--- src/rtl/spq_pkg.sv ---
// ----------------------------------------------------------------------------
// spq_pkg
// shared types and defaults for the sorted priority queue core
// ----------------------------------------------------------------------------
package spq_pkg;

    localparam int CAPACITY_DEF      = 16;
    localparam int PRIORITY_BITS_DEF = 16;
    localparam int PAYLOAD_BITS_DEF  = 32;

    typedef enum logic [1:0] {
        ST_INSERTED = 2'd0,
        ST_REMOVED  = 2'd1,
        ST_EMPTY    = 2'd2,
        ST_FULL     = 2'd3
    } status_t;

    typedef enum logic {
        OP_INSERT = 1'b0,
        OP_REMOVE = 1'b1
    } op_t;

    // broadcast command to every cell of the chain
    typedef struct packed {
        logic ins;
        logic rem;
    } cell_ctl_t;

endpackage

--- src/rtl/stable_sorted_priority_queue_core.sv ---
// ----------------------------------------------------------------------------
// stable_sorted_priority_queue_core
// bounded min-first priority queue, stable for equal priorities
// ----------------------------------------------------------------------------
// An item (insert or remove) is taken at any edge where start is high; busy
// never rises, so one item is taken per clock. Its result shows on the result
// ports in the next cycle, for that single cycle, marked by done. The work is
// done by the row of CAPACITY cells, each of which compares its own priority
// with the incoming one in the same cycle and then keeps its entry, takes its
// left neighbor's, takes the new entry or takes its right neighbor's. Slot 0
// is the head. There is no clearing pass after reset.
module stable_sorted_priority_queue_core #(
    parameter int CAPACITY      = spq_pkg::CAPACITY_DEF,
    parameter int PRIORITY_BITS = spq_pkg::PRIORITY_BITS_DEF,
    parameter int PAYLOAD_BITS  = spq_pkg::PAYLOAD_BITS_DEF,
    localparam int CNT_W        = $clog2(CAPACITY + 1)
) (
    input  logic                            clk,
    input  logic                            rst_n,
    input  logic                            start,
    output logic                            busy,
    input  logic                            operation,
    input  logic signed [PRIORITY_BITS-1:0] entry_priority,
    input  logic        [PAYLOAD_BITS-1:0]  payload_tag,
    output logic                            done,
    output logic        [1:0]               status,
    output logic signed [PRIORITY_BITS-1:0] removed_priority,
    output logic        [PAYLOAD_BITS-1:0]  removed_payload,
    output logic        [CNT_W-1:0]         occupancy
);

    logic signed [PRIORITY_BITS-1:0] prio_w  [CAPACITY];
    logic        [PAYLOAD_BITS-1:0]  pay_w   [CAPACITY];
    logic                            valid_w [CAPACITY];
    logic                            shift_w [CAPACITY];

    spq_pkg::cell_ctl_t ctl;
    logic               take;
    logic               is_remove;
    logic               full;
    logic               empty;

    logic [CNT_W-1:0]                cnt_reg, cnt_next;
    logic                            done_reg, done_next;
    spq_pkg::status_t                status_reg, status_next;
    logic signed [PRIORITY_BITS-1:0] rprio_reg, rprio_next;
    logic        [PAYLOAD_BITS-1:0]  rpay_reg, rpay_next;

    assign busy      = 1'b0;
    assign take      = start && !busy;
    assign is_remove = (spq_pkg::op_t'(operation) == spq_pkg::OP_REMOVE);
    assign full      = valid_w[CAPACITY-1];
    assign empty     = !valid_w[0];
    assign ctl.ins   = take && !is_remove && !full;
    assign ctl.rem   = take && is_remove && !empty;

    for (genvar i = 0; i < CAPACITY; i++)
    begin : g_cell
        logic signed [PRIORITY_BITS-1:0] lp, rp;
        logic        [PAYLOAD_BITS-1:0]  lpay, rpay;
        logic                            lv, ls, rv;

        if (i == 0)
        begin : g_head
            // head sees an always-valid, never-shifting left side
            assign lp   = '0;
            assign lpay = '0;
            assign lv   = 1'b1;
            assign ls   = 1'b0;
        end
        else
        begin : g_mid
            assign lp   = prio_w[i-1];
            assign lpay = pay_w[i-1];
            assign lv   = valid_w[i-1];
            assign ls   = shift_w[i-1];
        end

        if (i == CAPACITY - 1)
        begin : g_tail
            assign rp   = '0;
            assign rpay = '0;
            assign rv   = 1'b0;
        end
        else
        begin : g_body
            assign rp   = prio_w[i+1];
            assign rpay = pay_w[i+1];
            assign rv   = valid_w[i+1];
        end

        spq_cell #(
            .PRIORITY_BITS (PRIORITY_BITS),
            .PAYLOAD_BITS  (PAYLOAD_BITS)
        ) u_cell (
            .clk         (clk),
            .rst_n       (rst_n),
            .ctl         (ctl),
            .new_prio    (entry_priority),
            .new_pay     (payload_tag),
            .left_prio   (lp),
            .left_pay    (lpay),
            .left_valid  (lv),
            .left_shift  (ls),
            .right_prio  (rp),
            .right_pay   (rpay),
            .right_valid (rv),
            .prio        (prio_w[i]),
            .pay         (pay_w[i]),
            .valid       (valid_w[i]),
            .shift       (shift_w[i])
        );
    end

    always_comb
    begin
        cnt_next    = cnt_reg;
        done_next   = take;
        status_next = spq_pkg::ST_INSERTED;
        rprio_next  = '0;
        rpay_next   = '0;
        if (take)
        begin
            if (!is_remove)
            begin
                if (full)
                begin
                    status_next = spq_pkg::ST_FULL;
                end
                else
                begin
                    status_next = spq_pkg::ST_INSERTED;
                    cnt_next    = cnt_reg + CNT_W'(1);
                end
            end
            else
            begin
                if (empty)
                begin
                    status_next = spq_pkg::ST_EMPTY;
                end
                else
                begin
                    status_next = spq_pkg::ST_REMOVED;
                    rprio_next  = prio_w[0];
                    rpay_next   = pay_w[0];
                    cnt_next    = cnt_reg - CNT_W'(1);
                end
            end
        end
    end

    always_ff @(posedge clk or negedge rst_n)
    begin
        if (!rst_n)
        begin
            cnt_reg  <= '0;
            done_reg <= 1'b0;
        end
        else
        begin
            cnt_reg  <= cnt_next;
            done_reg <= done_next;
        end
    end

    always_ff @(posedge clk)
    begin
        status_reg <= status_next;
        rprio_reg  <= rprio_next;
        rpay_reg   <= rpay_next;
    end

    assign done             = done_reg;
    assign status           = status_reg;
    assign removed_priority = rprio_reg;
    assign removed_payload  = rpay_reg;
    assign occupancy        = cnt_reg;

endmodule

--- src/rtl/spq_cell.sv ---
// ----------------------------------------------------------------------------
// spq_cell
// one slot of the sorted chain: holds an entry and trades with its neighbors
// ----------------------------------------------------------------------------
module spq_cell #(
    parameter int PRIORITY_BITS = spq_pkg::PRIORITY_BITS_DEF,
    parameter int PAYLOAD_BITS  = spq_pkg::PAYLOAD_BITS_DEF
) (
    input  logic                            clk,
    input  logic                            rst_n,
    input  spq_pkg::cell_ctl_t              ctl,
    input  logic signed [PRIORITY_BITS-1:0] new_prio,
    input  logic        [PAYLOAD_BITS-1:0]  new_pay,
    input  logic signed [PRIORITY_BITS-1:0] left_prio,
    input  logic        [PAYLOAD_BITS-1:0]  left_pay,
    input  logic                            left_valid,
    input  logic                            left_shift,
    input  logic signed [PRIORITY_BITS-1:0] right_prio,
    input  logic        [PAYLOAD_BITS-1:0]  right_pay,
    input  logic                            right_valid,
    output logic signed [PRIORITY_BITS-1:0] prio,
    output logic        [PAYLOAD_BITS-1:0]  pay,
    output logic                            valid,
    output logic                            shift
);

    logic signed [PRIORITY_BITS-1:0] prio_reg, prio_next;
    logic        [PAYLOAD_BITS-1:0]  pay_reg, pay_next;
    logic                            valid_reg, valid_next;

    // entry moves right unless it is valid and not larger than the new one
    assign shift = !(valid_reg && (prio_reg <= new_prio));

    always_comb
    begin
        prio_next  = prio_reg;
        pay_next   = pay_reg;
        valid_next = valid_reg;
        if (ctl.ins)
        begin
            valid_next = valid_reg | left_valid;
            if (shift)
            begin
                if (left_shift)
                begin
                    prio_next = left_prio;
                    pay_next  = left_pay;
                end
                else
                begin
                    // first shifting cell is the insertion point
                    prio_next = new_prio;
                    pay_next  = new_pay;
                end
            end
        end
        else if (ctl.rem)
        begin
            prio_next  = right_prio;
            pay_next   = right_pay;
            valid_next = right_valid;
        end
    end

    always_ff @(posedge clk or negedge rst_n)
    begin
        if (!rst_n)
        begin
            valid_reg <= 1'b0;
        end
        else
        begin
            valid_reg <= valid_next;
        end
    end

    always_ff @(posedge clk)
    begin
        prio_reg <= prio_next;
        pay_reg  <= pay_next;
    end

    assign prio  = prio_reg;
    assign pay   = pay_reg;
    assign valid = valid_reg;

endmodule

--- config.mk ---
export PLATFORM = sky130hd
export DESIGN_NAME = stable_sorted_priority_queue_core
export DESIGN_NICKNAME = d
export VERILOG_FILES = /design/src/rtl/spq_pkg.sv /design/src/rtl/stable_sorted_priority_queue_core.sv /design/src/rtl/spq_cell.sv
export SDC_FILE = /design/constraint.sdc
export NUM_CORES = 2
export LEC_CHECK = 0
export BUFFER_PORTS_ARGS = -buffer_cell sky130_fd_sc_hd__buf_4
export CORE_ASPECT_RATIO = 1.75
export CORE_MARGIN = 8
export CORE_UTILIZATION = 55
export CTS_BUF_LIST = sky130_fd_sc_hd__clkbuf_2 sky130_fd_sc_hd__clkbuf_4 sky130_fd_sc_hd__clkbuf_8
export DETAILED_ROUTE_END_ITERATION = 16
export PLACE_DENSITY = 0.68
export SYNTH_ARGS = -nofsm -noshare
export SYNTH_HDL_FRONTEND = slang
export SYNTH_SLANG_ARGS = --single-unit
--- constraint.sdc ---
create_clock -name clk -period 18.6 [get_ports clk]
set_input_delay 3.72 -clock clk [delete_from_list [all_inputs] [get_ports clk]]
set_output_delay 3.72 -clock clk [all_outputs]
set_load 0.01 [all_outputs]
; ---- After elaboration in Yosys (flattened, before gate mapping)
; Cells that the tools add are included.
[totals]
register_bits = 840
inputBits = 52
output_inout_bits = 57
word_cells = 309
[classes]
addsub = 2
n_lt_le_gt_ge = 16
eq_ne = 18
mux = 164
n_bitwise = 15
reduce_logical = 41
[ops]
columns = cell, n
row1 = 2-to-1 mux 32 bit, 63
row2 = 2-to-1 mux 16 bit, 63
row3 = <= comparator 16 bit, 16
row4 = != test 2 bit (second input constant), 17
row5 = 2-to-1 mux 1 bit, 32
row6 = AND reduction 2 bit, 16
row7 = logical AND 1 bit, 20
row8 = 2-to-1 mux 5 bit, 3
row9 = OR 1 bit, 15
row10 = 2-to-1 mux 2 bit, 3
row11 = AND reduction 3 bit, 2
row12 = adder 5 x 1 -> 5 bit (second input constant), 1
row13 = subtractor 5 x 1 -> 5 bit (second input constant), 1
row14 = zero test 1 bit, 2
row15 = != test 2 x 1 -> 1 bit (second input constant), 1
row16 = nonzero test 2 bit, 1

; ---- Logic depth before layout (Yosys ltp)
[logic_depth]
ltp_word = 5
ltp_mapped = 13
depth_no_buf = 9

; ---- Hierarchy
; A second synthesis with hierarchy kept.
[unflattened]
cells_unflattened = 4608
hier_area_um2 = 48602.9
[by_module_without_submodules]
columns = module, n_inst, cells_per_inst, area_each_um2, seq_area_each_um2
row1 = spq_cell at g_cell[0].u_cell ..., 8, 281, 2944.1, 1466.4
row2 = spq_cell at g_cell[2].u_cell ..., 8, 277, 2915.3, 1466.4
row3 = stable_sorted_priority_queue_core, 1, 144, 1727.9, 1151.1

; ---- Least setup slack after synthesis
; Ideal clock, no wire load.
[synth_path]
path_kind = input-to-reg
start = input entry_priority[15]
end = register g_cell[2].u_cell.pay_reg[0], enable pin
setup_time_ns = 0.520
arrival_ns = 9.324
required_time_ns = 18.080
slack_ns = 8.756
cell_stages = 12
path_buffers = 4
cell_sequence = clkbuf_1 inv_1 ha_1 nand4_2 nor4_1 a21boi_1 o31ai_1 and3_1 buf_2 buf_6 buf_8 o21ai_0
[synth_via]
elab_chain_len = 4
[synth_lines]
columns = item, line_no
row1 = start: declaration, stable_sorted_priority_queue_core.sv:23  ; input logic signed [PRIORITY_BITS-1:0] entry_priority,
row2 = <= comparator 16 bit, spq_cell.sv:32  ; assign shift = !(valid_reg && (prio_reg <= new_prio));
row3 = logical AND 1 bit, spq_cell.sv:32
row4 = != test 2 bit (no line), -
row5 = AND reduction 2 bit (no line), -
row6 = end signal: assignment, spq_cell.sv:80  ; pay_reg <= pay_next;
row7 = end: declaration, spq_cell.sv:28  ; logic [PAYLOAD_BITS-1:0] pay_reg, pay_next;
; No other way between the ends.
; A chain may end at the register's enable or synchronous reset.

; ---- Worst setup path in the final report
[layout_path]
start = input entry_priority[10]
end = register g_cell[7].u_cell.pay_reg[7], enable pin
[layout_via]
elab_chain_len = 4
[layout_lines]
columns = item, line_no
row1 = <= comparator 16 bit, spq_cell.sv:32
row2 = logical AND 1 bit, spq_cell.sv:32
row3 = != test 2 bit (no line), -
row4 = AND reduction 2 bit (no line), -
row5 = end signal: assignment, spq_cell.sv:80
row6 = end: declaration, spq_cell.sv:28
; No other way between the ends.

==> flow_summary.json <==
{
  "synth_edf_count": 768,
  "power_density_mw_per_mm2": 146,
  "n_fill_cell": 6909,
  "cp.arrival_ns": 8.01,
  "dp_hpwl_um": 92600,
  "syn-num-nets": 4362,
  "critical_path.startpoint": "entry_priority[10]",
  "cp.required_ns": 19.03,
  "postCtsHoldBufs": 0,
  "drc": 0,
  "r2r-start": "g_cell[15].u_cell.valid$_DFFE_PN0P_",
  "p_clk_frac": 0.222,
  "grt_antenna_before_repair": 5,
  "whs_ns": 0.480,
  "cts_tree": "done",
  "cp_slowest_cell": "o21ai_4",
  "core_mm2": 0.0817,
  "drtPass1Iterations": 6,
  "p_sw_mw": 2.67,
  "synth-seq-cells": 840,
  "finalInstanceArea_mm2": 0.0491,
  "p_int_mw": 4.48,
  "ff_latch_area_mm2": 0.0246,
  "yosys_warnings": 0,
  "pin_count": 109,
  "swShare": 0.373,
  "insertion_delay_ns": 0.83,
  "skew_ns": 0.0354,
  "cts.path.max_buffers": 3,
  "first_global_vias": 34420,
  "path_clk_slew_ns": 0.06,
  "path_delay_family": "buffers and inverters",
  "dieArea_mm2": 0.0919,
  "maxCapViolations": 0,
  "ir_drop_mv": 0.115,
  "overflow": 0,
  "die_x_um": 233,
  "numCtsBuffers": 120,
  "fin_nets": 4312,
  "status": "complete, no violations",
  "vias": 34238,
  "crit_chain": "buf_4, inv_1, ha_1, nand3_1, nor4_1, a2111oi_0, o21ai_4, buf_4, nand2_1, nand2_2, buf_4",
  "drive_gt1_frac": 0.160,
  "h-tree-depth": 3,
  "cts_resized": 0,
  "wirelength_um": 146000,
  "crit_path_max_fanout": 57,
  "fmax_mhz": 132,
  "place_congestion": 0.920,
  "portBuffers": 107,
  "cts_setup_buffers": 0,
  "multi_input_area_mm2": 0.0191,
  "utilization": 0.601,
  "yosysSeqAreaShare": 0.545,
  "leakage_nw": 18.5,
  "ys_types": 62,
  "rows": 139,
  "ys_async_sr_fraction": 0.0262,
  "largest_register_ffs": 512,
  "fin_crit_sh": 0.408,
  "cp-start-kind": "input port",
  "hold_viol": 0,
  "seqPwrFrac": 0.451,
  "fp.dieH_um": 395,
  "endpoint_kind": "flip-flop",
  "postSynthAreaPerCell_um2": 11.1,
  "initial_core_util": 0.552,
  "path_class": "input port to flip-flop",
  "wl_per_cell_um": 28.3,
  "postPlaceCellArea_mm2": 0.0465,
  "ff2ff_setup_slack_ns": 13.94,
  "min_period_ns": 7.59,
  "drv_slew": 0,
  "max_slew_margin": 0.206,
  "worst_slew_pin_slew_ns": 1.19,
  "rsz0062_at_grt": "false",
  "syn_inst": 4066,
  "ys.flop_type": "edfxtp_1",
  "hold_path_class": "flip-flop to flip-flop",
  "drt_iter0_markers": 3329,
  "comb_power_share": 0.327,
  "critical_path_buf_inv_count": 4,
  "setup_tns_ns": 0,
  "root_buffer": "clkbuf_8",
  "cpMostUsedCell": "buf_4",
  "min_from": "occupancy[4]$_DFFE_PN0P_",
  "cpPeakStageDelay_ns": 0.95,
  "grt_max_degree": 199,
  "clock-sinks": 840,
  "synth_area_mm2": 0.0452,
  "area_growth_pct": 8.72,
  "grt_first_pass_wirelength_um": 216000,
  "ant_nets": 0,
  "via_per_inst": 6.61,
  "grtUsageTotal": 0.312,
  "setup_viol": 0
}
-- final cells by class --
type	count	area share
Clock buffer	172	0.0436
Multi-Input combinational cell	2828	0.389
Timing Repair Buffer	167	0.0260
Tap cell	1057	0.0269
Clock inverter	55	0.00831
Antenna cell	3	0.000153
Inverter	59	0.00451
Sequential cell	840	0.501
-- power groups by stage --
| stage | clock (mW) | combinational (mW) | sequential [mW] |
|---|---|---|---|
| after global routing | 1.68 | 2.52 | 3.26 |
| final | 1.59 | 2.34 | 3.22 |
| after detailed placement | 0 | 2.31 | 3.24 |
| after global placement | 0 | 2.25 | 3.24 |
| after floorplan | 0 | 1.61 | 3.07 |
| after CTS | 1.61 | 2.32 | 3.21 |
-- cells in the final DEF (no fill, tap or decap), types with 8 or more instances in the layout --
master       n
and2_1      48
dfxtp_1     50
nor2_1     179
a31oi_1     15
nand2b_1   239
a21o_1      54
nand2_2     12
clkbuf_4    36
nand4_1     37
nand2_1    596
o21ai_0     34
o21ai_4      8
inv_1       59
buf_4      165
dfrtp_1     22
nand3_1    304
clkinv_2    25
clkbuf_8   136
nor4_1      11
clkinv_1    21
a21oi_1    241
mux2i_1    149
o211ai_1   289
a2111oi_0   11
a211oi_1     9
o221a_2    236
edfxtp_1   768
ha_1       243
nor2b_1     11
-- cell usage after synthesis (all sizes together) (8+ instances only) --
| cell type | count | area, um^2 |
|---|---|---|
| a211oi | 9 | 67.6 |
| nand2b | 239 | 1500 |
| nand2 | 613 | 2300 |
| o211ai | 289 | 2170 |
| nor2 | 179 | 672 |
| o21ai | 43 | 215 |
| edfxtp | 768 | 23100 |
| nor4 | 12 | 81.3 |
| clkbuf | 222 | 833 |
| nor2b | 11 | 68.8 |
| mux2i | 149 | 1490 |
| a21o | 55 | 413 |
| inv | 59 | 221 |
| dfrtp | 22 | 551 |
| a2111oi | 11 | 96.3 |
| a31oi | 15 | 93.8 |
| nand4 | 38 | 244 |
| buf | 117 | 616 |
| ha | 243 | 3040 |
| dfxtp | 50 | 1000 |
| nand3 | 307 | 1540 |
| a21boi | 8 | 60.1 |
| a21oi | 242 | 1210 |
| o221a | 241 | 2710 |
| and2 | 54 | 338 |
-- per-stage QoR --
step | setup WS [ns] | cells | power (mW)
floorplan | 8.76 | 4066 | 4.68
global placement | 10.26 | 4951 | 5.49
detailed placement | 10.20 | 4951 | 5.55
CTS | 11.09 | 5178 | 7.14
global route | 10.86 | 5179 | 7.47
finish | 11.01 | 5181 | 7.15
-- kinds of logic after synthesis --
| family | after synthesis | synth area share |
|---|---|---|
| compound gates | 950 | 0.163 |
| flops | 840 | 0.545 |
| fa+ha+maj | 244 | 0.0678 |
| simple gates | 1477 | 0.153 |
| other cells | 1 | 0.0000830 |
| buf+inv | 398 | 0.0370 |
| xor+xnor | 5 | 0.000970 |
| mux | 151 | 0.0335 |
-- metal layers --
metal  track usage  up-vias  part of all wire
li1              -    15305                 -
met1         0.357    16824              0.36
met2         0.514     1608              0.48
met3        0.0506      499             0.066
met4         0.248        2             0.090
met5             0        -           0.00012
-- path summary, 6_finish.rpt --
check	end	depth (start not counted)
max in group asynchronous	g_cell[14].u_cell.valid$_DFFE_PN0P_	1
min in group asynchronous	occupancy[4]$_DFFE_PN0P_	1
min	occupancy[4]$_DFFE_PN0P_	1
max reg2reg	g_cell[10].u_cell.pay[7]$_DFFE_PP_	7
max	g_cell[7].u_cell.pay[7]$_DFFE_PP_	11
min reg2reg	occupancy[4]$_DFFE_PN0P_	1
(Power assumes the default switching activity.)
